==> src/rtl/sra_pkg.sv <==
// Shared types, constants and the control store of the shelf rectangle allocator.
`timescale 1ns / 1ps
`default_nettype none

package sra_pkg;

    // Field widths
    localparam int DIM_W     = 13;
    localparam int POS_W     = 12;
    localparam int ST_W      = 3;
    localparam int CFG_IDX_W = 1;

    // Atlas size after reset
    localparam logic [DIM_W-1:0] ATLAS_RESET = 13'd1024;

    // Configuration register indexes
    localparam logic [CFG_IDX_W-1:0] CFG_ATLAS_W = 1'b0;
    localparam logic [CFG_IDX_W-1:0] CFG_ATLAS_H = 1'b1;

    // Result status codes
    typedef enum logic [ST_W-1:0] {
        ST_SAME    = 3'd0,
        ST_NEW     = 3'd1,
        ST_TALLER  = 3'd2,
        ST_ZERO    = 3'd3,
        ST_NOROOM  = 3'd4
    } t_status;

    // Microprogram steps
    typedef enum logic [2:0] {
        STEP_IDLE   = 3'd0,
        STEP_CHECK  = 3'd1,
        STEP_SCAN   = 3'd2,
        STEP_DECIDE = 3'd3,
        STEP_BEST   = 3'd4,
        STEP_NEW    = 3'd5,
        STEP_EMIT   = 3'd6
    } t_step;

    // Datapath operations
    typedef enum logic [2:0] {
        OP_NOP   = 3'd0,
        OP_LATCH = 3'd1,
        OP_INIT  = 3'd2,
        OP_SCAN  = 3'd3,
        OP_NEW   = 3'd4,
        OP_BEST  = 3'd5,
        OP_EMIT  = 3'd6
    } t_op;

    // Branch conditions
    typedef enum logic [2:0] {
        C_NEVER    = 3'd0,
        C_ALWAYS   = 3'd1,
        C_IN_FIRE  = 3'd2,
        C_FAIL     = 3'd3,
        C_HIT      = 3'd4,
        C_SCANNING = 3'd5,
        C_NEW_OK   = 3'd6,
        C_OUT_FREE = 3'd7
    } t_cond;

    // One control word: jump if jump_cond, else stay if hold_cond, else fall through
    typedef struct packed {
        t_op   op;
        t_cond jump_cond;
        t_step jump_to;
        t_cond hold_cond;
    } t_ctrl;

    // Status flags from the datapath back to the sequencer
    typedef struct packed {
        logic in_fire;
        logic fail;
        logic hit;
        logic scanning;
        logic new_ok;
        logic out_free;
    } t_flags;

    // Control store
    function automatic t_ctrl ucode(input t_step step);
        t_ctrl c;
        unique case (step)
            STEP_IDLE:   c = '{op: OP_LATCH, jump_cond: C_IN_FIRE, jump_to: STEP_CHECK,
                               hold_cond: C_ALWAYS};
            STEP_CHECK:  c = '{op: OP_INIT, jump_cond: C_FAIL, jump_to: STEP_EMIT,
                               hold_cond: C_NEVER};
            STEP_SCAN:   c = '{op: OP_SCAN, jump_cond: C_HIT, jump_to: STEP_EMIT,
                               hold_cond: C_SCANNING};
            STEP_DECIDE: c = '{op: OP_NOP, jump_cond: C_NEW_OK, jump_to: STEP_NEW,
                               hold_cond: C_NEVER};
            STEP_BEST:   c = '{op: OP_BEST, jump_cond: C_ALWAYS, jump_to: STEP_EMIT,
                               hold_cond: C_NEVER};
            STEP_NEW:    c = '{op: OP_NEW, jump_cond: C_ALWAYS, jump_to: STEP_EMIT,
                               hold_cond: C_NEVER};
            STEP_EMIT:   c = '{op: OP_EMIT, jump_cond: C_OUT_FREE, jump_to: STEP_IDLE,
                               hold_cond: C_ALWAYS};
            default:     c = '{op: OP_NOP, jump_cond: C_ALWAYS, jump_to: STEP_IDLE,
                               hold_cond: C_NEVER};
        endcase
        return c;
    endfunction

endpackage

`default_nettype wire

==> src/rtl/sra_seq.sv <==
// Microprogram sequencer: step counter, control store lookup and branch logic.
`timescale 1ns / 1ps
`default_nettype none

module sra_seq (
    input  wire            i_clk,
    input  wire            i_rst_n,
    input  wire sra_pkg::t_flags i_flags,
    output sra_pkg::t_ctrl  o_ctrl
);

    sra_pkg::t_step r_pc;
    sra_pkg::t_step n_pc;

    function automatic logic test(input sra_pkg::t_cond c, input sra_pkg::t_flags f);
        logic t;
        unique case (c)
            sra_pkg::C_NEVER:    t = 1'b0;
            sra_pkg::C_ALWAYS:   t = 1'b1;
            sra_pkg::C_IN_FIRE:  t = f.in_fire;
            sra_pkg::C_FAIL:     t = f.fail;
            sra_pkg::C_HIT:      t = f.hit;
            sra_pkg::C_SCANNING: t = f.scanning;
            sra_pkg::C_NEW_OK:   t = f.new_ok;
            sra_pkg::C_OUT_FREE: t = f.out_free;
            default:             t = 1'b0;
        endcase
        return t;
    endfunction

    // Step register
    always_ff @(posedge i_clk) begin
        if (!i_rst_n) begin
            r_pc <= sra_pkg::STEP_IDLE;
        end else begin
            r_pc <= n_pc;
        end
    end

    // Control word and next step
    always_comb begin
        o_ctrl = sra_pkg::ucode(r_pc);
        priority if (test(o_ctrl.jump_cond, i_flags)) begin
            n_pc = o_ctrl.jump_to;
        end else if (test(o_ctrl.hold_cond, i_flags)) begin
            n_pc = r_pc;
        end else begin
            n_pc = sra_pkg::t_step'(r_pc + 3'd1);
        end
    end

endmodule

`default_nettype wire

==> config.mk <==
export PLATFORM = sky130hd
export DESIGN_NAME = sra_seq
export DESIGN_NICKNAME = d
export VERILOG_FILES = /design/src/rtl/sra_pkg.sv /design/src/rtl/sra_seq.sv
export SDC_FILE = /design/constraint.sdc
export NUM_CORES = 1
export LEC_CHECK = 0
export ABC_AREA = 1
export ABC_CLOCK_PERIOD_IN_PS = 4000
export BUFFER_PORTS_ARGS = -buffer_cell sky130_fd_sc_hd__buf_2
export CORE_AREA = 5 5 42 44
export DETAILED_ROUTE_END_ITERATION = 10
export DIE_AREA = 0 0 47 49
export PLACE_DENSITY = 0.74
export SYNTH_ARGS = -nofsm -noshare
export SYNTH_HDL_FRONTEND = slang
export SYNTH_SLANG_ARGS = --single-unit
==> constraint.sdc <==
create_clock -name i_clk -period 4 [get_ports i_clk]
set_clock_uncertainty 0.2 [all_clocks]
set_input_delay 0.8 -clock i_clk [delete_from_list [all_inputs] [get_ports i_clk]]
set_output_delay 0.8 -clock i_clk [all_outputs]
set_load 0.05 [all_outputs]
Yosys cells after proc, flatten, opt, wreduce, memory -nomap -nowiden:

Cells that the tools add are included.

* equal/unequal tests: 21
* muxes and demuxes: 6
* divide/modulo/power cells: 0
* bitwise gates (word level): 0
* shifts and indexed selects: 0
* $mul: 0
* reductions and logical operators: 3
* order comparisons: 0
* add/sub/neg operators: 1

Operators with widths (count)
* $pmux 12 s7: 1
* $eq 3x3->1 const B: 11
* $eq 3x2->1 const B: 6
* $pmux 1 s8: 2
* $eq 3x1->1 const B: 3
* $logic_not 3->1: 3
* $mux 3: 2
* $add 3x1->3 const B: 1
* $ne 2x1->1 const B: 1
* $mux 1: 1

* register bits: 3
* memory bits (read-only): 0
* bits in writable memories: 0
* latch bits: 0
* input bits: 8
* memories kept: 0
* output and inout port bits: 12
* logic and storage cells: 32

Longest topological paths before layout:

Gate-level depths: netlist of run 1.

* word-level depth: 7
* mapped depth: 16
* mapped depth without buffers: 16

Worst setup path before layout of run 1:

Ideal clock, no wire load.

* path kind: register to output
* start: register r_pc[0]
* end: output port o_ctrl[5] (netlist name)
* path slack: 908 ps
* arrival: 2092 ps
* stages on the path, launching flop included: 7
* required time: 3000 ps
* path buffers: 0
* cells stage by stage: dfxtp_1 > inv_1 > ha_1 > inv_2 > nor2_1 > inv_1 > nand4_1

RTL lines
* start, declared: line sra_seq.sv:12 `sra_pkg::t_step r_pc;`
* start signal, assigned: line sra_seq.sv:34 `r_pc <= sra_pkg::STEP_IDLE;`
* start signal, assigned: line sra_seq.sv:36 `r_pc <= n_pc;`
* end, declared: line sra_seq.sv:9 `output sra_pkg::t_ctrl o_ctrl`

==> impl_metrics.json, run 1 <==
{
  "outcome": "finished clean",
  "dieArea_um2": 2300,
  "die_w_um": 47,
  "synth_top_area_share": 0.199,
  "critical_path_class": "flip-flop to output port",
  "first_pass_iters": 5,
  "cts-root-buf": "clkbuf_4",
  "grtUsageTotal": 0.133,
  "start_util": 0.431,
  "setup_viol": 0,
  "endpoint_kind": "output port",
  "cts_tree": "yes",
  "antenna_found_initial": 0,
  "netlist_area_um2": 604,
  "synthTopCellsByArea": "nand2_1 (20%), ha_1 (10%), dfxtp_1 (9.9%)",
  "rsz0062_at_grt": "no",
  "syn_area_per_cell_um2": 5.70,
  "period_share": 0.681,
  "max_cap_violations": 0,
  "finalHoldViolCount": 0,
  "path_cells": "inv_1 > ha_1 > nor2_4 > nand3_4 > nand3_1 > buf_2",
  "crit_buf_inv": 2,
  "cts_hold_buf": 0,
  "synth-seq-cells": 3,
  "clock_latency_ns": 0.23,
  "post_cts_buffers": 0,
  "register_area_um2": 60.1,
  "io_buffers": 18,
  "cts_buffer_depth": 2,
  "grt_pass1_wl_mm": 2.28,
  "drc_errors": 0,
  "layout_common_cells": "nand2_1 (32), buf_2 (18), inv_1 (15)",
  "numCtsBuffers": 3,
  "syn_inst": 106,
  "crit_family": "simple AND/OR/NAND/NOR gates",
  "fmax_mhz": 367,
  "fin_nets": 140,
  "pre_cts_slack_ns": 1.51,
  "yosysSeqAreaShare": 0.0994,
  "period_needed_ns": 2.72,
  "layout_commonest_cell": "nand2_1",
  "n_fill_cell": 149,
  "vias": 684,
  "rows": 14,
  "viasPerCell": 4.82,
  "cp.required_ns": 3.00,
  "postPlaceCellArea_um2": 696,
  "grt_pass1_vias": 592,
  "report.final.slew_viol_count": 0,
  "synth_top_area_cell": "nand2_1",
  "largest_register_ffs": 3,
  "htreeDepth": 1,
  "multi_input_area_um2": 445,
  "core_area_um2": 1400,
  "ys_types": 21,
  "cts_resized": 0,
  "cts.sinks": 3,
  "clk_pin_slew_worst_paths_ns": 0.04,
  "tns_ns": 0,
  "drt-total-wl_mm": 1.44,
  "die_y_um": 49,
  "slowest_stage": "dfxtp_1",
  "max_stage_delay_ns": 0.42,
  "yosysWarnings": 0,
  "design_area_um2": 722,
  "antennaDiodeCount": 0,
  "hp-class": "flip-flop to flip-flop",
  "fin_cells": 142,
  "gp_congestion": 0.834,
  "worst_slack_ns": 1.28,
  "drive_above_1_share": 0.310,
  "ant_nets": 0,
  "area_growth_pct": 19.5,
  "grt_start_max_net_pins": 10,
  "regMostFlops": "r_pc",
  "overflow": 0,
  "drt_iter0_drc": 2,
  "place_inst": 138,
  "crit_fanout": 9,
  "largest_registers": "r_pc x3",
  "synth_nets": 119,
  "arrival_ns": 1.72,
  "start_kind": "flip-flop",
  "dpl.hpwl_mm": 1.25,
  "io_pins": 20,
  "wl_per_cell_um": 10.1
}
## cells in the mapped netlist
library cell,instances
nand4_1,4
conb_1,1
nand3b_1,2
inv_1,15
a21boi_1,1
a21oi_1,2
o21ai_0,2
nand3_1,12
buf_4,1
inv_6,1
dfxtp_1,3
nor2_1,5
nand2_1,32
inv_2,4
buf_6,1
nand2_2,6
nor2_4,2
o21ai_1,2
ha_1,5
nand3_4,1
nor2_2,4
## cell type report
| cell class | count | share of cell area |
|---|---|---|
| Multi-Input combinational cell | 81 | 0.617 |
| Tap cell | 16 | 0.0277 |
| Clock buffer | 4 | 0.0364 |
| Inverter | 20 | 0.111 |
| Timing Repair Buffer | 18 | 0.125 |
| Sequential cell | 3 | 0.0832 |
## tightest hold or removal path, stage by stage (launching register included)
cell	delay (ns)
dfxtp_1	0.32
inv_1	0.10
nand4_1	0.10
nand2_1	0.08
nor2_2	0.04
## per-layer routing
layer / up-vias / part of all wire / global-route usage
met5: - / 0 / 0
li1: 368 / - / -
met2: 15 / 0.53 / 0.235
met3: 4 / 0.042 / 0.0221
met4: 0 / 0.017 / 0.0691
met1: 297 / 0.41 / 0.140
## through the flow
stage,hold slack [ns],util
after floorplan,0.421,-
after detailed placement,0.478,0.496
after global placement,0.467,0.496
after CTS,0.483,0.515
final,0.482,0.515
after global routing,0.554,0.515
## cells by family (layout without fill, tap and decap cells)
kind of cell | after synthesis | count (layout) | synth area share
and+or+nand+nor | 68 | 68 | 0.565
buffers and inverters | 22 | 42 | 0.164
AOI/OAI and AO/OA | 7 | 7 | 0.0621
adders and majority gates | 5 | 5 | 0.104
DFF | 3 | 3 | 0.0994
other | 1 | 1 | 0.00621
## worst paths after layout
check | endpoint | cells after the start | slack [ns] | start
setup reg to reg | r_pc[0] | 14 | 1.90 | r_pc[0]
hold / removal | r_pc[1] | 4 | 0.48 | r_pc[1]
setup / recovery | o_ctrl[6] | 6 | 1.28 | r_pc[0]
hold reg to reg | r_pc[1] | 4 | 0.48 | r_pc[1]
Power of run 1 is left out: the tool's default activity adds up to more than one toggle a clock period on the data nets, which glitch-free logic cannot reach.
==> run 2, diff against run 1 <==
Settings changed: ABC_AREA 1 to 0, ABC_CLOCK_PERIOD_IN_PS 4000 to 2630, PLACE_DENSITY 0.74 to 0.73.
Clock period 4 ns to 2.63 ns, I/O delays scaled along.
==> impl_metrics.json, run 2 <==
{
  "antenna_found_initial": 0,
  "synth_top_area_cell": "ha_1",
  "io_pins": 20,
  "met2_usage": 0.229,
  "period_needed_ns": 2.55,
  "synthMuxAreaShare": 0.0695,
  "viasPerCell": 5.30,
  "finalHoldViolCount": 0,
  "layout_common_cells": "buf_2 (16), nand2_1 (10), nor2_1 (8), buf_4 (8)",
  "grt_pass1_vias": 556,
  "start_kind": "flip-flop",
  "outcome": "finished clean",
  "ant_nets": 0,
  "drive_above_1_share": 0.495,
  "netlist_area_um2": 594,
  "yosysMostFrequentCell": "nand2_1",
  "dieArea_um2": 2300,
  "synth-simple-area-share": 0.341,
  "core_area_um2": 1400,
  "wl_per_cell_um": 12.8,
  "area_growth_pct": 27.4,
  "grt_start_max_net_pins": 15,
  "synth_nets": 89,
  "hp-class": "primary input to flip-flop",
  "synthAdderAreaFrac": 0.105,
  "slowest_stage": "dfxtp_4",
  "max_stage_delay_ns": 0.37,
  "drt_iter0_drc": 9,
  "synth_edf_count": 0,
  "layout_commonest_cell": "buf_2",
  "report.final.slew_viol_count": 0,
  "use_met3": 0.0185,
  "worst_slew_pin_slew_ns": 0.527,
  "yosysSeqAreaShare": 0.101,
  "endpoint_kind": "output port",
  "crit_family": "buffers and inverters",
  "numCtsBuffers": 3,
  "antennaDiodeCount": 0,
  "crit_buf_inv": 3,
  "period_share": 0.969,
  "largest_register_ffs": 3,
  "fmax_mhz": 392,
  "setup_viol": 0,
  "rsz0062_at_grt": "no",
  "syn_inst": 76,
  "grt-busiest-layer": "met2",
  "postPlaceCellArea_um2": 709,
  "synth_top_area_share": 0.105,
  "regMostFlops": "r_pc",
  "cts_tree": "yes",
  "path_cells": "inv_1 > ha_2 > buf_4 > or3_1 > a21oi_1 > nor2_1 > buf_4",
  "slew_headroom": 0.645,
  "rows": 14,
  "htreeDepth": 1,
  "drc_errors": 0,
  "cts.sinks": 3,
  "first_pass_iters": 4,
  "dpl.hpwl_mm": 1.22,
  "fin_nets": 113,
  "yosysWarnings": 0,
  "synth_top_family_by_area": "simple AND/OR/NAND/NOR gates",
  "synthXorXnorAreaFrac": 0,
  "arrival_ns": 1.82,
  "vias": 609,
  "grt_pass1_wl_mm": 2.39,
  "syn_area_per_cell_um2": 7.82,
  "gp_congestion": 0.831,
  "crit_fanout": 9,
  "cts-root-buf": "clkbuf_4",
  "grt_util_met1": 0.169,
  "start_util": 0.424,
  "clock_latency_ns": 0.23,
  "cp.required_ns": 1.90,
  "overflow": 0,
  "synth_compound_area_frac": 0.263,
  "tns_ns": 0,
  "drt-total-wl_mm": 1.47,
  "cts_buffer_depth": 2,
  "synth_commonest_cells": "nand2_1 (10), nor2_1 (8), ha_1 (5)",
  "max_cap_violations": 0,
  "largest_registers": "r_pc x3",
  "fin_cells": 115,
  "place_inst": 111,
  "io_buffers": 18,
  "grtUsageTotal": 0.137,
  "design_area_um2": 757,
  "synthTopCellsByArea": "ha_1 (11%), dfxtp_1 (10%), nand2_1 (6.3%)",
  "ys_types": 34,
  "synth-seq-cells": 3,
  "cpMostUsedCell": "buf_4",
  "clk_pin_slew_worst_paths_ns": 0.03,
  "die_y_um": 49,
  "die_w_um": 47,
  "critical_path_class": "flip-flop to output port",
  "ys.flop_type": "dfxtp_1",
  "synthArstFlopShare": 0
}
[run 2: changes by cell type after synthesis, moves of 3 or more]
cell     delta
nor2_2      -4
nand3_1    -12
mux2i_1     +3
nand2_2     -6
nor3_1      +4
nand2_1    -22
inv_1      -13
nand4_1     -4
nor2_1      +3
[run 2: worst register-to-register path: cells and delay by family, from the launching register on]
family	cells	cell delay, ns
buffers and inverters	2	0.27
flip-flops	1	0.37
adder cells (fa/ha/maj)	1	0.24
AO/OA/AOI/OAI	2	0.52
AND/OR/NAND/NOR	1	0.33
multiplexers	1	0.23
[run 2: what timing repair did]
| item | 4_1_cts | 5_1_grt |
|---|---|---|
| hold buffers | 0 | 0 |
| setup buffers | 0 | 0 |
| endpoints found under the setup margin | 5 | 6 |
| cloned | 0 | 0 |
| resized for setup | 1 | 9 |
[run 2: final timing paths]
| path | depth (start not counted) | to | slack (ns) | start |
|---|---|---|---|---|
| hold reg to reg | 3 | r_pc[0] | 0.49 | r_pc[0] |
| hold / removal | 3 | r_pc[0] | 0.37 | i_rst_n |
| setup / recovery | 7 | o_ctrl[9] | 0.08 | r_pc[0] |
| setup reg to reg | 7 | r_pc[1] | 0.40 | r_pc[0] |
[run 2: cell families after synthesis]
logic type               Yosys count
AO/OA/AOI/OAI                     18
other                              1
adder cells (fa/ha/maj)            5
AND/OR/NAND/NOR                   35
flip-flops                         3
buffers and inverters             10
multiplexers                       4
[run 2: through the flow]
stage | worst slack [ns] | utilization | hold slack (ns)
floorplan | 0.0261 | - | 0.456
global placement | 0.212 | 0.506 | 0.515
detailed placement | 0.153 | 0.506 | 0.558
CTS | 0.000128 | 0.526 | 0.375
global route | 0.0134 | 0.540 | 0.398
finish | 0.0812 | 0.540 | 0.374
[run 2: cell type report]
type | count | area [um^2]
Timing Repair Buffer | 24 | 140
Inverter | 5 | 18.8
Clock buffer | 4 | 26.3
Multi-Input combinational cell | 63 | 488
Fill cell | 140 | 644
Tap cell | 16 | 20.0
Sequential cell | 3 | 63.8
[run 2: layer usage]
layer,wire length (um),part of all wire
met5,0,0
met4,19,0.013
met3,86,0.059
met2,747,0.51
met1,614,0.42
Power of run 2 is left out for the same reason.
==> run 3, diff against run 2 <==
Settings changed: PLACE_DENSITY 0.73 to 0.81.
==> impl_metrics.json, run 3 (synthesized netlist as in run 2, its figures left out) <==
{
  "tns_ns": 0,
  "crit_buf_inv": 4,
  "vias": 601,
  "wl_per_cell_um": 12.8,
  "drt_iter0_drc": 15,
  "report.final.slew_viol_count": 0,
  "drive_above_1_share": 0.485,
  "cts.sinks": 3,
  "io_pins": 20,
  "layout_common_cells": "buf_2 (16), nand2_1 (10), nor2_1 (8)",
  "endpoint_kind": "output port",
  "n_fill_cell": 138,
  "holdPathEnd": "r_pc[0]",
  "setup_viol": 0,
  "largest_registers": "r_pc x3",
  "cp.required_ns": 1.90,
  "post_cts_buffers": 0,
  "finalHoldViolCount": 0,
  "drt-total-wl_mm": 1.48,
  "viasPerCell": 5.23,
  "antennaDiodeCount": 0,
  "outcome": "finished clean",
  "critical_path_class": "flip-flop to output port",
  "crit_fanout": 6,
  "period_needed_ns": 2.55,
  "min_path_cells": 3,
  "path_cells": "inv_1 > ha_1 > buf_4 > nor3_1 > nor3_2 > inv_2 > clkbuf_4",
  "antenna_found_initial": 0,
  "layout_commonest_cell": "buf_2",
  "htreeDepth": 1,
  "timing.rr.start": "r_pc[0]",
  "grt_pass1_vias": 536,
  "grt_pass1_wl_mm": 2.37,
  "rows": 14,
  "die_y_um": 49,
  "cts_hold_buf": 0,
  "max_cap_violations": 0,
  "cts-root-buf": "clkbuf_4",
  "fin_nets": 113,
  "dpl.hpwl_mm": 1.17,
  "start_util": 0.424,
  "start_kind": "flip-flop",
  "clock_latency_ns": 0.23,
  "period_share": 0.968,
  "overflow": 0,
  "dieArea_um2": 2300,
  "wl_met1_um": 665,
  "numCtsBuffers": 3,
  "crit_family": "buffers and inverters",
  "route.met2.wl_um": 705,
  "slowest_stage": "dfxtp_4",
  "largest_register_ffs": 3,
  "wl_met3_um": 106,
  "clk_pin_slew_worst_paths_ns": 0.04,
  "io_buffers": 18,
  "first_pass_iters": 4,
  "rrSetupSlack_ns": 0.31,
  "grt_start_max_net_pins": 15,
  "regMostFlops": "r_pc",
  "arrival_ns": 1.82,
  "grtUsageTotal": 0.136,
  "cts_tree": "yes",
  "fmax_mhz": 393,
  "area_growth_pct": 26.9,
  "ant_nets": 0,
  "drc_errors": 0,
  "hp-class": "primary input to flip-flop",
  "core_area_um2": 1400,
  "ff2ff_path_depth": 7,
  "rsz0062_at_grt": "no",
  "topRoutingLayerUsed": "met3",
  "die_w_um": 47,
  "max_stage_delay_ns": 0.37,
  "r2r_end": "r_pc[0]",
  "worstHoldStart": "i_rst_n",
  "gp_congestion": 0.862,
  "cts_buffer_depth": 2
}
==> run 3: cell types whose count changed in the layout (fill, tap and decap cells not counted), sizes merged <==
| cell | change |
|---|---|
| clkbuf | +1 |
| buf | -1 |
==> run 3: how the worst max path moves through the flow <==
stage             from   endpoint  slack (ns)  cells after the start
2_1_floorplan  r_pc[0]  o_ctrl[0]        0.03                      6
3_3_place_gp   r_pc[0]  o_ctrl[6]        0.21                      7
3_5_place_dp   r_pc[0]  o_ctrl[5]        0.17                      6
4_1_cts        r_pc[0]  o_ctrl[5]        0.02                      6
5_1_grt        r_pc[0]  o_ctrl[5]       0.004                      5
6_report       r_pc[0]  o_ctrl[6]        0.08                      7
==> run 3: area by class of cell <==
class                   count  area [um^2]  share of cell area
inverters                   5         18.8              0.0249
multi-input cells          63          485               0.643
well taps                  16         20.0              0.0265
repair buffers             24          140               0.186
flip-flops and latches      3         63.8              0.0846
clock buffers               4         26.3              0.0348
==> run 3: repair_timing <==
item / CTS / global route
gates resized for setup: 1 / 7
setup endpoints to repair: 4 / 5
pin swaps: 0 / 1
==> run 3: layer usage <==
| metal | vias to the layer above | GRT usage |
|---|---|---|
| li1 | 308 | - |
| met1 | 272 | 0.184 |
| met2 | 21 | 0.217 |
| met3 | 0 | 0.0480 |
| met4 | 0 | 0 |
| met5 | - | 0 |
==> run 3: tightest hold or removal path, cell delays in order <==
cell and delay [ns]:
buf_2 0.13, nand2_1 0.06, mux2i_1 0.06
==> run 3: stage by stage <==
| step | worst slack, ns | instance area (um^2) | hold WS, ns | instances | util |
|---|---|---|---|---|---|
| floorplan | 0.0261 | 603 | 0.456 | 76 | - |
| global route | 0.00423 | 754 | 0.403 | 115 | 0.538 |
| finish | 0.0840 | 754 | 0.393 | 115 | 0.538 |
| detailed placement | 0.169 | 709 | 0.532 | 111 | 0.506 |
| global placement | 0.210 | 709 | 0.531 | 111 | 0.506 |
| CTS | 0.0159 | 737 | 0.393 | 115 | 0.526 |
Power of run 3 is left out for the same reason.
