===== src/rtl/sra_pkg.sv =====
// Shared types, constants and the control store of the shelf rectangle allocator.
`timescale 1ns / 1ps
`default_nettype none

package sra_pkg;

    // Field widths
    localparam int DIM_W     = 13;
    localparam int POS_W     = 12;
    localparam int ST_W      = 3;
    localparam int CFG_IDX_W = 1;

    // Atlas size after reset
    localparam logic [DIM_W-1:0] ATLAS_RESET = 13'd1024;

    // Configuration register indexes
    localparam logic [CFG_IDX_W-1:0] CFG_ATLAS_W = 1'b0;
    localparam logic [CFG_IDX_W-1:0] CFG_ATLAS_H = 1'b1;

    // Result status codes
    typedef enum logic [ST_W-1:0] {
        ST_SAME    = 3'd0,
        ST_NEW     = 3'd1,
        ST_TALLER  = 3'd2,
        ST_ZERO    = 3'd3,
        ST_NOROOM  = 3'd4
    } t_status;

    // Microprogram steps
    typedef enum logic [2:0] {
        STEP_IDLE   = 3'd0,
        STEP_CHECK  = 3'd1,
        STEP_SCAN   = 3'd2,
        STEP_DECIDE = 3'd3,
        STEP_BEST   = 3'd4,
        STEP_NEW    = 3'd5,
        STEP_EMIT   = 3'd6
    } t_step;

    // Datapath operations
    typedef enum logic [2:0] {
        OP_NOP   = 3'd0,
        OP_LATCH = 3'd1,
        OP_INIT  = 3'd2,
        OP_SCAN  = 3'd3,
        OP_NEW   = 3'd4,
        OP_BEST  = 3'd5,
        OP_EMIT  = 3'd6
    } t_op;

    // Branch conditions
    typedef enum logic [2:0] {
        C_NEVER    = 3'd0,
        C_ALWAYS   = 3'd1,
        C_IN_FIRE  = 3'd2,
        C_FAIL     = 3'd3,
        C_HIT      = 3'd4,
        C_SCANNING = 3'd5,
        C_NEW_OK   = 3'd6,
        C_OUT_FREE = 3'd7
    } t_cond;

    // One control word: jump if jump_cond, else stay if hold_cond, else fall through
    typedef struct packed {
        t_op   op;
        t_cond jump_cond;
        t_step jump_to;
        t_cond hold_cond;
    } t_ctrl;

    // Status flags from the datapath back to the sequencer
    typedef struct packed {
        logic in_fire;
        logic fail;
        logic hit;
        logic scanning;
        logic new_ok;
        logic out_free;
    } t_flags;

    // Control store
    function automatic t_ctrl ucode(input t_step step);
        t_ctrl c;
        unique case (step)
            STEP_IDLE:   c = '{op: OP_LATCH, jump_cond: C_IN_FIRE, jump_to: STEP_CHECK,
                               hold_cond: C_ALWAYS};
            STEP_CHECK:  c = '{op: OP_INIT, jump_cond: C_FAIL, jump_to: STEP_EMIT,
                               hold_cond: C_NEVER};
            STEP_SCAN:   c = '{op: OP_SCAN, jump_cond: C_HIT, jump_to: STEP_EMIT,
                               hold_cond: C_SCANNING};
            STEP_DECIDE: c = '{op: OP_NOP, jump_cond: C_NEW_OK, jump_to: STEP_NEW,
                               hold_cond: C_NEVER};
            STEP_BEST:   c = '{op: OP_BEST, jump_cond: C_ALWAYS, jump_to: STEP_EMIT,
                               hold_cond: C_NEVER};
            STEP_NEW:    c = '{op: OP_NEW, jump_cond: C_ALWAYS, jump_to: STEP_EMIT,
                               hold_cond: C_NEVER};
            STEP_EMIT:   c = '{op: OP_EMIT, jump_cond: C_OUT_FREE, jump_to: STEP_IDLE,
                               hold_cond: C_ALWAYS};
            default:     c = '{op: OP_NOP, jump_cond: C_ALWAYS, jump_to: STEP_IDLE,
                               hold_cond: C_NEVER};
        endcase
        return c;
    endfunction

endpackage

`default_nettype wire


===== src/rtl/sra_req_if.sv =====
// Request channel: rectangle size words.
`timescale 1ns / 1ps
`default_nettype none

interface sra_req_if;
    logic                        valid;
    logic                        ready;
    logic [sra_pkg::DIM_W-1:0]   rect_width;
    logic [sra_pkg::DIM_W-1:0]   rect_height;

    modport source (output valid, output rect_width, output rect_height, input ready);
    modport sink   (input valid, input rect_width, input rect_height, output ready);
endinterface

`default_nettype wire


===== src/rtl/sra_res_if.sv =====
// Result channel: placement status and position words.
`timescale 1ns / 1ps
`default_nettype none

interface sra_res_if;
    logic                        valid;
    logic                        ready;
    logic [sra_pkg::ST_W-1:0]    status;
    logic [sra_pkg::POS_W-1:0]   pos_x;
    logic [sra_pkg::POS_W-1:0]   pos_y;

    modport source (output valid, output status, output pos_x, output pos_y, input ready);
    modport sink   (input valid, input status, input pos_x, input pos_y, output ready);
endinterface

`default_nettype wire


===== src/rtl/sra_datapath.sv =====
// Datapath: atlas registers, shelf scan, best-fit tracking, result and output registers.
`timescale 1ns / 1ps
`default_nettype none

module sra_datapath #(
    parameter int MAX_SHELVES = 256,
    localparam int AW = (MAX_SHELVES > 1) ? $clog2(MAX_SHELVES) : 1
) (
    input  wire                            i_clk,
    input  wire                            i_rst_n,
    input  wire sra_pkg::t_ctrl            i_ctrl,
    output sra_pkg::t_flags                o_flags,
    sra_req_if.sink                        i_req,
    sra_res_if.source                      o_res,
    input  wire                            i_cfg_we,
    input  wire [sra_pkg::CFG_IDX_W-1:0]   i_cfg_idx,
    input  wire [sra_pkg::DIM_W-1:0]       i_cfg_data,
    output logic                           o_rd_en,
    output logic [AW-1:0]                  o_rd_addr,
    input  wire [sra_pkg::DIM_W-1:0]       i_rd_used,
    input  wire [sra_pkg::DIM_W-1:0]       i_rd_height,
    output logic                           o_we_used,
    output logic                           o_we_height,
    output logic [AW-1:0]                  o_wr_addr,
    output logic [sra_pkg::DIM_W-1:0]      o_wr_used,
    output logic [sra_pkg::DIM_W-1:0]      o_wr_height
);

    localparam int CW = $clog2(MAX_SHELVES + 1);
    localparam int DW = sra_pkg::DIM_W;
    localparam int PW = sra_pkg::POS_W;

    // Configuration
    logic [DW-1:0] r_aw, r_ah;
    // Request being worked on
    logic [DW-1:0] r_w, r_h, n_w, n_h;
    // Shelf count and scan state
    logic [CW-1:0] r_count, n_count;
    logic [CW-1:0] r_idx, n_idx;
    logic          r_live, n_live;
    logic [AW-1:0] r_ev_idx, n_ev_idx;
    logic [DW-1:0] r_yoff, n_yoff;
    // Best taller shelf so far
    logic          r_found, n_found;
    logic [AW-1:0] r_best, n_best;
    logic [DW-1:0] r_best_h, n_best_h;
    logic [DW-1:0] r_best_y, n_best_y;
    logic [DW-1:0] r_best_used, n_best_used;
    // Pending result
    sra_pkg::t_status r_res_status, n_res_status;
    logic [PW-1:0] r_res_x, n_res_x, r_res_y, n_res_y;
    // Output register
    logic          r_out_valid, n_out_valid;
    sra_pkg::t_status r_out_status, n_out_status;
    logic [PW-1:0] r_out_x, n_out_x, r_out_y, n_out_y;

    logic          issue, room, same_h, taller, better, zero_sz, too_wide, out_free;
    logic [DW:0]   sum_w, y_need;
    logic [DW-1:0] best_sum;

    // Compares shared by the steps
    always_comb begin
        issue    = r_idx < r_count;
        sum_w    = {1'b0, i_rd_used} + {1'b0, r_w};
        room     = sum_w <= {1'b0, r_aw};
        same_h   = i_rd_height == r_h;
        taller   = i_rd_height > r_h;
        better   = !r_found || (i_rd_height < r_best_h);
        zero_sz  = (r_w == '0) || (r_h == '0);
        too_wide = r_w > r_aw;
        y_need   = {1'b0, r_yoff} + {1'b0, r_h};
        best_sum = r_best_used + r_w;
        out_free = !r_out_valid || o_res.ready;
    end

    // Flags to the sequencer
    always_comb begin
        o_flags.in_fire  = (i_ctrl.op == sra_pkg::OP_LATCH) && i_req.valid;
        o_flags.fail     = zero_sz || too_wide;
        o_flags.hit      = (i_ctrl.op == sra_pkg::OP_SCAN) && r_live && room && same_h;
        o_flags.scanning = issue || r_live;
        o_flags.new_ok   = (r_count < CW'(MAX_SHELVES)) && (y_need <= {1'b0, r_ah});
        o_flags.out_free = out_free;
    end

    assign i_req.ready  = (i_ctrl.op == sra_pkg::OP_LATCH);
    assign o_res.valid  = r_out_valid;
    assign o_res.status = r_out_status;
    assign o_res.pos_x  = r_out_x;
    assign o_res.pos_y  = r_out_y;

    // Operation decode
    always_comb begin
        n_w          = r_w;
        n_h          = r_h;
        n_count      = r_count;
        n_idx        = r_idx;
        n_live       = r_live;
        n_ev_idx     = r_ev_idx;
        n_yoff       = r_yoff;
        n_found      = r_found;
        n_best       = r_best;
        n_best_h     = r_best_h;
        n_best_y     = r_best_y;
        n_best_used  = r_best_used;
        n_res_status = r_res_status;
        n_res_x      = r_res_x;
        n_res_y      = r_res_y;
        n_out_valid  = r_out_valid && !o_res.ready;
        n_out_status = r_out_status;
        n_out_x      = r_out_x;
        n_out_y      = r_out_y;
        o_rd_en      = 1'b0;
        o_rd_addr    = r_idx[AW-1:0];
        o_we_used    = 1'b0;
        o_we_height  = 1'b0;
        o_wr_addr    = r_ev_idx;
        o_wr_used    = sum_w[DW-1:0];
        o_wr_height  = r_h;

        unique case (i_ctrl.op)
            sra_pkg::OP_NOP: begin
            end
            sra_pkg::OP_LATCH: begin
                if (i_req.valid) begin
                    n_w = i_req.rect_width;
                    n_h = i_req.rect_height;
                end
            end
            // clear scan state, preload the failure result
            sra_pkg::OP_INIT: begin
                n_idx        = '0;
                n_live       = 1'b0;
                n_yoff       = '0;
                n_found      = 1'b0;
                n_res_status = zero_sz ? sra_pkg::ST_ZERO : sra_pkg::ST_NOROOM;
                n_res_x      = '0;
                n_res_y      = '0;
            end
            // read shelf r_idx while judging the shelf read last cycle
            sra_pkg::OP_SCAN: begin
                o_rd_en  = issue;
                n_live   = issue;
                n_ev_idx = r_idx[AW-1:0];
                if (issue) begin
                    n_idx = CW'(r_idx + 1'b1);
                end
                if (r_live) begin
                    if (room && same_h) begin
                        o_we_used    = 1'b1;
                        n_res_status = sra_pkg::ST_SAME;
                        n_res_x      = i_rd_used[PW-1:0];
                        n_res_y      = r_yoff[PW-1:0];
                    end else begin
                        if (room && taller && better) begin
                            n_found     = 1'b1;
                            n_best      = r_ev_idx;
                            n_best_h    = i_rd_height;
                            n_best_y    = r_yoff;
                            n_best_used = i_rd_used;
                        end
                        n_yoff = r_yoff + i_rd_height;
                    end
                end
            end
            // open a shelf below the last one
            sra_pkg::OP_NEW: begin
                o_we_used    = 1'b1;
                o_we_height  = 1'b1;
                o_wr_addr    = r_count[AW-1:0];
                o_wr_used    = r_w;
                n_count      = CW'(r_count + 1'b1);
                n_res_status = sra_pkg::ST_NEW;
                n_res_x      = '0;
                n_res_y      = r_yoff[PW-1:0];
            end
            // fall back to the tightest taller shelf
            sra_pkg::OP_BEST: begin
                if (r_found) begin
                    o_we_used    = 1'b1;
                    o_wr_addr    = r_best;
                    o_wr_used    = best_sum;
                    n_res_status = sra_pkg::ST_TALLER;
                    n_res_x      = r_best_used[PW-1:0];
                    n_res_y      = r_best_y[PW-1:0];
                end
            end
            sra_pkg::OP_EMIT: begin
                if (out_free) begin
                    n_out_valid  = 1'b1;
                    n_out_status = r_res_status;
                    n_out_x      = r_res_x;
                    n_out_y      = r_res_y;
                end
            end
            default: begin
            end
        endcase
    end

    // Control registers
    always_ff @(posedge i_clk) begin
        if (!i_rst_n) begin
            r_aw        <= sra_pkg::ATLAS_RESET;
            r_ah        <= sra_pkg::ATLAS_RESET;
            r_count     <= '0;
            r_idx       <= '0;
            r_live      <= 1'b0;
            r_found     <= 1'b0;
            r_out_valid <= 1'b0;
        end else begin
            if (i_cfg_we) begin
                unique case (i_cfg_idx)
                    sra_pkg::CFG_ATLAS_W: r_aw <= i_cfg_data;
                    sra_pkg::CFG_ATLAS_H: r_ah <= i_cfg_data;
                    default: begin
                    end
                endcase
            end
            r_count     <= n_count;
            r_idx       <= n_idx;
            r_live      <= n_live;
            r_found     <= n_found;
            r_out_valid <= n_out_valid;
        end
    end

    // Payload registers
    always_ff @(posedge i_clk) begin
        r_w          <= n_w;
        r_h          <= n_h;
        r_ev_idx     <= n_ev_idx;
        r_yoff       <= n_yoff;
        r_best       <= n_best;
        r_best_h     <= n_best_h;
        r_best_y     <= n_best_y;
        r_best_used  <= n_best_used;
        r_res_status <= n_res_status;
        r_res_x      <= n_res_x;
        r_res_y      <= n_res_y;
        r_out_status <= n_out_status;
        r_out_x      <= n_out_x;
        r_out_y      <= n_out_y;
    end

    // Checks
    a_count_bound: assert property (@(posedge i_clk) disable iff (!i_rst_n)
        r_count <= CW'(MAX_SHELVES))
        else $error("shelf count beyond capacity");

    a_count_step: assert property (@(posedge i_clk) disable iff (!i_rst_n)
        (r_count != $past(r_count)) |-> (r_count == CW'($past(r_count) + 1'b1)))
        else $error("shelf count moved by other than one");

    a_scan_bound: assert property (@(posedge i_clk) disable iff (!i_rst_n)
        r_idx <= r_count)
        else $error("scan pointer passed the shelf count");

    a_best_taller: assert property (@(posedge i_clk) disable iff (!i_rst_n)
        (i_ctrl.op == sra_pkg::OP_BEST && r_found) |-> (r_best_h > r_h))
        else $error("best-fit shelf not taller than request");

    a_out_from_emit: assert property (@(posedge i_clk) disable iff (!i_rst_n)
        $rose(r_out_valid) |-> $past(i_ctrl.op == sra_pkg::OP_EMIT))
        else $error("result word loaded outside the emit step");

endmodule

`default_nettype wire


===== src/flat_wrapper.sv =====
// flat-port wrapper written by rule: the top's interface ports become plain ports
module sra_datapath_flat 
#(
    parameter int MAX_SHELVES = 256,
    localparam int AW = (MAX_SHELVES > 1) ? $clog2(MAX_SHELVES) : 1
)
  (i_clk, i_rst_n, i_ctrl, o_flags, i_cfg_we, i_cfg_idx, i_cfg_data, o_rd_en, o_rd_addr, i_rd_used, i_rd_height, o_we_used, o_we_height, o_wr_addr, o_wr_used, o_wr_height, i_req_valid, i_req_rect_width, i_req_rect_height, i_req_ready, o_res_valid, o_res_status, o_res_pos_x, o_res_pos_y, o_res_ready);
  sra_req_if i_req_i ();
  sra_res_if o_res_i ();
  input  wire i_clk;
  input  wire i_rst_n;
  input  wire sra_pkg::t_ctrl i_ctrl;
  output sra_pkg::t_flags o_flags;
  input  wire i_cfg_we;
  input  wire [sra_pkg::CFG_IDX_W-1:0] i_cfg_idx;
  input  wire [sra_pkg::DIM_W-1:0] i_cfg_data;
  output logic o_rd_en;
  output logic [AW-1:0] o_rd_addr;
  input  wire [sra_pkg::DIM_W-1:0] i_rd_used;
  input  wire [sra_pkg::DIM_W-1:0] i_rd_height;
  output logic o_we_used;
  output logic o_we_height;
  output logic [AW-1:0] o_wr_addr;
  output logic [sra_pkg::DIM_W-1:0] o_wr_used;
  output logic [sra_pkg::DIM_W-1:0] o_wr_height;
  input wire logic [$bits(i_req_i.valid)-1:0] i_req_valid;
  input wire logic [$bits(i_req_i.rect_width)-1:0] i_req_rect_width;
  input wire logic [$bits(i_req_i.rect_height)-1:0] i_req_rect_height;
  output wire logic [$bits(i_req_i.ready)-1:0] i_req_ready;
  output wire logic [$bits(o_res_i.valid)-1:0] o_res_valid;
  output wire logic [$bits(o_res_i.status)-1:0] o_res_status;
  output wire logic [$bits(o_res_i.pos_x)-1:0] o_res_pos_x;
  output wire logic [$bits(o_res_i.pos_y)-1:0] o_res_pos_y;
  input wire logic [$bits(o_res_i.ready)-1:0] o_res_ready;
  assign i_req_i.valid = i_req_valid;
  assign i_req_i.rect_width = i_req_rect_width;
  assign i_req_i.rect_height = i_req_rect_height;
  assign i_req_ready = i_req_i.ready;
  assign o_res_valid = o_res_i.valid;
  assign o_res_status = o_res_i.status;
  assign o_res_pos_x = o_res_i.pos_x;
  assign o_res_pos_y = o_res_i.pos_y;
  assign o_res_i.ready = o_res_ready;
  sra_datapath #(.MAX_SHELVES(MAX_SHELVES)) u_core (.i_clk(i_clk), .i_rst_n(i_rst_n), .i_ctrl(i_ctrl), .o_flags(o_flags), .i_req(i_req_i), .o_res(o_res_i), .i_cfg_we(i_cfg_we), .i_cfg_idx(i_cfg_idx), .i_cfg_data(i_cfg_data), .o_rd_en(o_rd_en), .o_rd_addr(o_rd_addr), .i_rd_used(i_rd_used), .i_rd_height(i_rd_height), .o_we_used(o_we_used), .o_we_height(o_we_height), .o_wr_addr(o_wr_addr), .o_wr_used(o_wr_used), .o_wr_height(o_wr_height));
endmodule

===== config.mk =====
export PLATFORM = sky130hd
export DESIGN_NAME = sra_datapath_flat
export DESIGN_NICKNAME = d
export VERILOG_FILES = /design/src/rtl/sra_pkg.sv /design/src/rtl/sra_req_if.sv /design/src/rtl/sra_res_if.sv /design/src/rtl/sra_datapath.sv /design/src/flat_wrapper.sv
export SDC_FILE = /design/constraint.sdc
export NUM_CORES = 1
export LEC_CHECK = 0
export ABC_AREA = 1
export BUFFER_PORTS_ARGS = -buffer_cell sky130_fd_sc_hd__buf_4
export CAP_MARGIN = 10
export CORE_UTILIZATION = 60
export DETAILED_ROUTE_END_ITERATION = 6
export PLACE_DENSITY = 0.9
export SLEW_MARGIN = 20
export SYNTH_ARGS = -nofsm -noshare
export SYNTH_HDL_FRONTEND = slang
export SYNTH_SLANG_ARGS = --single-unit

===== constraint.sdc =====
create_clock -name i_clk -period 12.8 [get_ports i_clk]
set_input_delay 1.28 -clock i_clk [delete_from_list [all_inputs] [get_ports i_clk]]
set_output_delay 1.28 -clock i_clk [all_outputs]
set_load 0.03 [all_outputs]

Yosys cells after proc, flatten, opt, wreduce, memory -nomap -nowiden --
Index checks and enable logic that the tools add are counted.
Word-level totals: output and inout port bits 80, logic and storage cells 117, bits of input ports 83, flip-flop bits (word level) 194
Operators by class: add/sub/neg operators 6, multiplexer cells 35, order comparisons 7, equality and inequality tests 13, bitwise gates (word level) 2, reduce and logical (&&, ||, !) cells 33
Operators by type and width (count):
- two-way mux 12 bit | 6
- one-hot mux 13 bit (2 select lines) | 2
- one-hot mux 12 bit (4 select lines) | 1
- two-way mux 13 bit | 3
- one-hot mux 12 bit (3 select lines) | 1
- adder 13 x 13 -> 14 bit | 2
- less-or-equal comparator 14 x 13 -> 1 bit | 2
- adder 13 bit | 2
- greater-than comparator 13 bit | 2
- logical NOT 13 bit | 2
- adder 9 x 1 -> 9 bit, second input constant | 2
- one-hot mux 9 bit (2 select lines) | 1
- one-hot mux 8 bit (2 select lines) | 1
- AND reduction 4 bit | 4
- equality test 13 bit | 1
- less-than comparator 13 bit | 1
- two-way mux 3 bit | 4
- one-hot mux 3 bit (4 select lines) | 1
- two-way mux 1 bit | 10
- AND reduction 2 bit | 5
- equality test 3 bit, second input constant | 3
- logical AND 1 bit | 9
- less-than comparator 9 bit | 1
- less-than comparator 9 bit, second input constant | 1
- 16 further kinds | 29

Longest topological paths before layout --
depth in word-level cells 8, gate-level depth with buffers 24, gate-level depth less buffers 24

Least setup slack after synthesis --
Ideal clock, no wire load.
path kind input to register, start point in i_rd_used[0] (netlist name), end point reg u_core.r_best[0] (enable), cell stages on the path 20, arrival time 5.260 ns, slack 7.091 ns, path buffers 0, library setup time 0.449 ns, data required time 12.351 ns, cell sequence ha_1 > inv_1 > fa_1 > inv_1 > nand3_1 > nand2_1 > nand2_1 > nand2_1 > nand2_1 > nand3_1 > nand2_1 > ha_1 > nand2_1 > inv_1 > nand2_1 > nor3_1 > nand2_1 > nand2_1 > nand4_1 > nor2_1
Between the ends: cells in the longest elaborated chain, start to end 5, elaborated cells on any way between the ends 7, those cells by class add/sub (1); order compare (1); bitwise (1); reduce/logical (4)
RTL lines:
- from (decl) | RTL line flat_wrapper.sv:19 | input wire [sra_pkg::DIM_W-1:0] i_rd_used;
- adder 13 x 13 -> 14 bit (*) | RTL line sra_datapath.sv:64 | sum_w = {1'b0, i_rd_used} + {1'b0, r_w};
- less-or-equal comparator 14 x 13 -> 1 bit (*) | RTL line sra_datapath.sv:65 | room = sum_w <= {1'b0, r_aw};
- logical AND 1 bit (on tied branches) | RTL line sra_datapath.sv:155, sra_datapath.sv:149
- logical AND 1 bit or inverter 1 bit (tied branches)
- AND reduction 4 bit (no line) (*)
- to (signal assigned) | RTL line sra_datapath.sv:234 | r_best <= n_best;
- to (decl) | RTL line sra_datapath.sv:45 | logic [AW-1:0] r_best, n_best;
Every way passes the cells marked *; elsewhere a longest branch is shown, timed or not. A chain may end at the register's enable or synchronous reset.

Final worst setup path --
start point in i_rd_used[0] (netlist name), end point out o_we_used
Between the ends: cells in the longest elaborated chain, start to end 6
RTL lines:
- adder 13 x 13 -> 14 bit | RTL line sra_datapath.sv:64
- less-or-equal comparator 14 x 13 -> 1 bit | RTL line sra_datapath.sv:65
- logical AND 1 bit | RTL line sra_datapath.sv:149 | if (room && same_h) begin
- two-way mux 1 bit | RTL line sra_datapath.sv:149
- two-way mux 1 bit | RTL line sra_datapath.sv:148 | if (r_live) begin
- one-hot mux 1 bit (3 select lines) | RTL line sra_datapath.sv:121 | unique case (i_ctrl.op)
- to (decl) | RTL line flat_wrapper.sv:21 | output logic o_we_used;
No other way between the ends.

==> qor.csv <==
stage;metric;value;unit
status;outcome;completed;
power_and_ir_drop;PwrDens;111;mW/mm^2
power_and_ir_drop;Max rail drop VDD;0.0995;mV
placed_design;Placed Area;0.0130;mm^2
global_route;total routing usage reported by global routing;0.317;
cts;post-cts hold buffer count;0;
sta;final worst-path cycle share;0.438;
drt;mean number of vias per cell;5.91;
layout;final std cell area, no fill;0.0136;mm^2
placed_design;GP Congestion;0.962;
worst_hold_path;hold depth;0;
floorplan;die width;141;um
placed_design;# placed instances;1679;
floorplan;core area;0.0189;mm^2
critical_path;largest stage delay on the critical path;0.39;ns
synthesis;mean post-synth cell area;9.03;um^2
sta;final setup violation count;0;
critical_path;cell type of the slowest stage on the worst timing path;sky130_fd_sc_hd__fa_1;
global_route;maximum number of pins on one net before global-route repair;39;
critical_path;FF-to-FF path depth;20;
placed_design;number of input and output port buffers inserted;153;
global_route;total overflow reported by the global router;0;
critical_path;Crit. End Element;primary output;
cts;Setup Fix Bufs, Post-CTS;0;
synthesis;synth unique cells;49;
floorplan;Die H;141;um
synthesis;instance count of the mapped netlist;1290;
sta;Final Slew Violations;0;
synthesis;FFs w/ async S/R, synth;0;
global_route;wire length of the first global-routing pass;48600;um
drt;initial drt markers;1075;
sta;Final Critical Period;5.60;ns
global_route;antenna violations before repair;0;
cts;buffer cell driving the clock tree root;sky130_fd_sc_hd__clkbuf_16;
cts;number of CTS-inserted buffers;17;
worst_hold_path;Worst Hold Class;reg -> reg;
floorplan;Row Count;50;
critical_path;endpoint of the most critical register-to-register path;u_core.r_best_h[9]$_DFFE_PP_;
sta;transition time of the tightest slew-check pin;0.712;ns
synthesis;Primary FF master, synth;sky130_fd_sc_hd__edfxtp_1;
floorplan;Boundary Pins;163;
drt;antenna violation net count after detailed routing;0;
cts;CTS HTree Levels;4;
critical_path;most frequent cell on the critical path;sky130_fd_sc_hd__nand2_1;
synthesis;Synthesized Nets;1503;
drt;total vias in the final route;10111;
power_and_ir_drop;P_leak;6.04;nW
sta;number of hold violations in the final report;0;
cts;Num Clock Sinks;194;
critical_path;maximum fanout along the worst path;4;
drt;total wire length after detailed routing;31300;um
sta;sum of negative setup slack;0;ns
synthesis;sequential cell area fraction in the yosys report;0.460;
layout;fraction of final layout cells sized beyond drive strength 1;0.153;
sta;maximum operating frequency;0.179;GHz
layout;highest-count cells in the layout ignoring fill and taps;sky130_fd_sc_hd__nand2_1, sky130_fd_sc_hd__buf_4, sky130_fd_sc_hd__inv_1;
layout;Area Growth Syn to Fin;16.6;%
cts;total of cells resized after clock tree synthesis;0;
cts;Clk Latency, worst-skew pair;0.44;ns
global_route;number of global-route vias before repair;9694;
layout;number of cells in the finished layout apart from fillers;1711;
synthesis;post-synthesis cell area;0.0117;mm^2
critical_path;path type of the worst setup path;in -> out;
critical_path;setup slack of the worst register-to-register path;8.65;ns
cts;Clock transition at path regs;0.07;ns
cts;Bufs on Longest Clock Path;2;
drt;DR pass1 iterations;5;
sta;clock skew;0.0143;ns
sta;RSZ-0062 raised after global routing;no;
cts;CTS tree;done;
synthesis;Seq cells post-synth;194;
layout;number of nets in the layout;1651;
layout;most frequent standard cell in the layout excluding fill and tap cells;sky130_fd_sc_hd__nand2_1;
synthesis;count of flip-flops with a built-in enable after synthesis;147;
critical_path;kind of start point of the critical path;input port;
drt;DR DRC count;0;
sta;relative slew slack;0.525;
worst_hold_path;Worst Hold End;u_core.o_res.pos_y[5]$_DFFE_PP_;
worst_hold_path;critical hold path startpoint;u_core.r_res_y[5]$_DFFE_PP_;
critical_path;cell chain of the critical path;buf_4 > ha_1 > inv_1 > fa_1 > inv_1 > nand3_1 > nand2_1 > nand2_1 > nand2_1 > nand2_1 > nand3_1 > nand2_1 > ha_1 > nand2_1 > inv_1 > nand2_1 > nor3_1 > nand2_1 > nand2_1 > nand4_1 > a21oi_1 > buf_4;
critical_path;Worst R2R Start;u_core.r_w[1]$_DFFE_PP_;
layout;Diodes inserted;0;
placed_design;DP Wirelength;23900;um
job;number of max-capacitance violations reported;0;
floorplan;effective utilization at floorplan;0.617;
critical_path;critical path data arrival time;4.32;ns
synthesis;number of warning messages in the yosys log;0;
floorplan;area of the die;0.0200;mm^2
critical_path;required time worst endpoint;11.52;ns
drt;average wire per standard cell;18.3;um
-- sequential cells by signal (all words and copies together), names as in the netlist, 3 cells and up --
name,count
u_core.r_res_x,12
u_core.r_best_y,12
u_core.r_count,9
u_core.r_ev_idx,8
u_core.r_idx,9
u_core.o_res.pos_y,12
u_core.r_w,13
u_core.o_wr_height,13
u_core.r_yoff,13
u_core.o_res.pos_x,12
u_core.r_aw,13
u_core.r_res_y,12
u_core.r_res_status,3
u_core.o_res.status,3
u_core.r_best,8
u_core.r_best_h,13
u_core.r_best_used,13
u_core.r_ah,13
-- per-stage QoR --
| stage | util | worst slack (ns) | power [mW] | hold WS [ns] |
|---|---|---|---|---|
| finish | 0.719 | 7.20 | 1.51 | 0.419 |
| detailed placement | 0.690 | 7.24 | 1.01 | 0.405 |
| floorplan | - | 7.09 | 0.911 | 0.400 |
| global route | 0.719 | 6.93 | 1.57 | 0.425 |
| global placement | 0.690 | 7.22 | 0.997 | 0.400 |
| CTS | 0.719 | 7.23 | 1.51 | 0.421 |
-- synthesized netlist by cell type (all sizes together) (2+ instances only) --
cell,instances,share of area
a21boi,2,0.0013
a21o,5,0.0032
a21oi,127,0.055
a31oi,4,0.0021
a32o,11,0.0094
and2,3,0.0016
buf,18,0.0098
clkbuf,13,0.0042
clkinv,4,0.0014
dfxtp,47,0.081
edfxtp,147,0.38
fa,4,0.0069
ha,126,0.14
inv,161,0.052
nand2,259,0.084
nand3,73,0.033
nand3b,4,0.0026
nand4,24,0.014
nor2,91,0.034
nor3,20,0.010
nor3b,2,0.0013
nor4,5,0.0027
o211ai,11,0.0075
o21a,2,0.0013
o21ai,84,0.036
o21bai,5,0.0032
o221ai,3,0.0023
or2,4,0.0021
xnor2,6,0.0045
xor2,21,0.016
-- power by group --
part	internal (mW)	switching, mW	leakage (nW)
Sequential	0.702	0.0149	1.75
Combinational	0.105	0.182	4.03
Clock	0.255	0.250	0.264
Total	1.06	0.447	6.04
-- critical path, delay by kind of cell --
kind / cells / cell delay [ns]
AND/OR/NAND/NOR: 13 / 1.43
adder cells (fa/ha/maj): 3 / 0.85
AO/OA/AOI/OAI: 1 / 0.24
buffers and inverters: 5 / 0.52
-- layer usage --
metal,routed length [um],vias up,GRT usage,part of all wire
met2,14600,568,0.520,0.47
met5,0,-,0,0
met1,12200,4690,0.406,0.39
li1,-,4761,-,-
met4,1190,0,0.155,0.038
met3,3280,92,0.0594,0.10
-- kinds of logic (layout without fill, tap and decap cells) --
kind of cell	count (synthesis)	after routing	synth area share
buf+inv	196	357	0.0674
simple gates	486	486	0.187
flops	194	194	0.460
xor+xnor	27	27	0.0203
fa+ha+maj	130	130	0.142
compound gates	257	257	0.123
-- area by class of cell --
cell class / instances / area, um^2
clock buffers: 18 / 429
clock inverters: 14 / 125
repair buffers: 160 / 1200
flip-flops and latches: 194 / 5360
well taps: 260 / 325
multi-input cells: 900 / 5530
inverters: 165 / 623
fillers: 1411 / 5310
-- how the worst max path moves through the flow --
stage | from | endpoint | slack (ns)
2_1_floorplan | i_rd_used[0] | u_core.r_best[0]$_DFFE_PP_ | 7.09
3_3_place_gp | i_rd_used[0] | o_we_used | 7.22
3_5_place_dp | i_rd_used[0] | o_we_used | 7.24
4_1_cts | i_rd_used[0] | o_we_used | 7.23
5_1_grt | i_rd_used[0] | o_we_used | 6.93
6_report | i_rd_used[0] | o_we_used | 7.20
No activity file was read; power rests on OpenSTA's default activity.
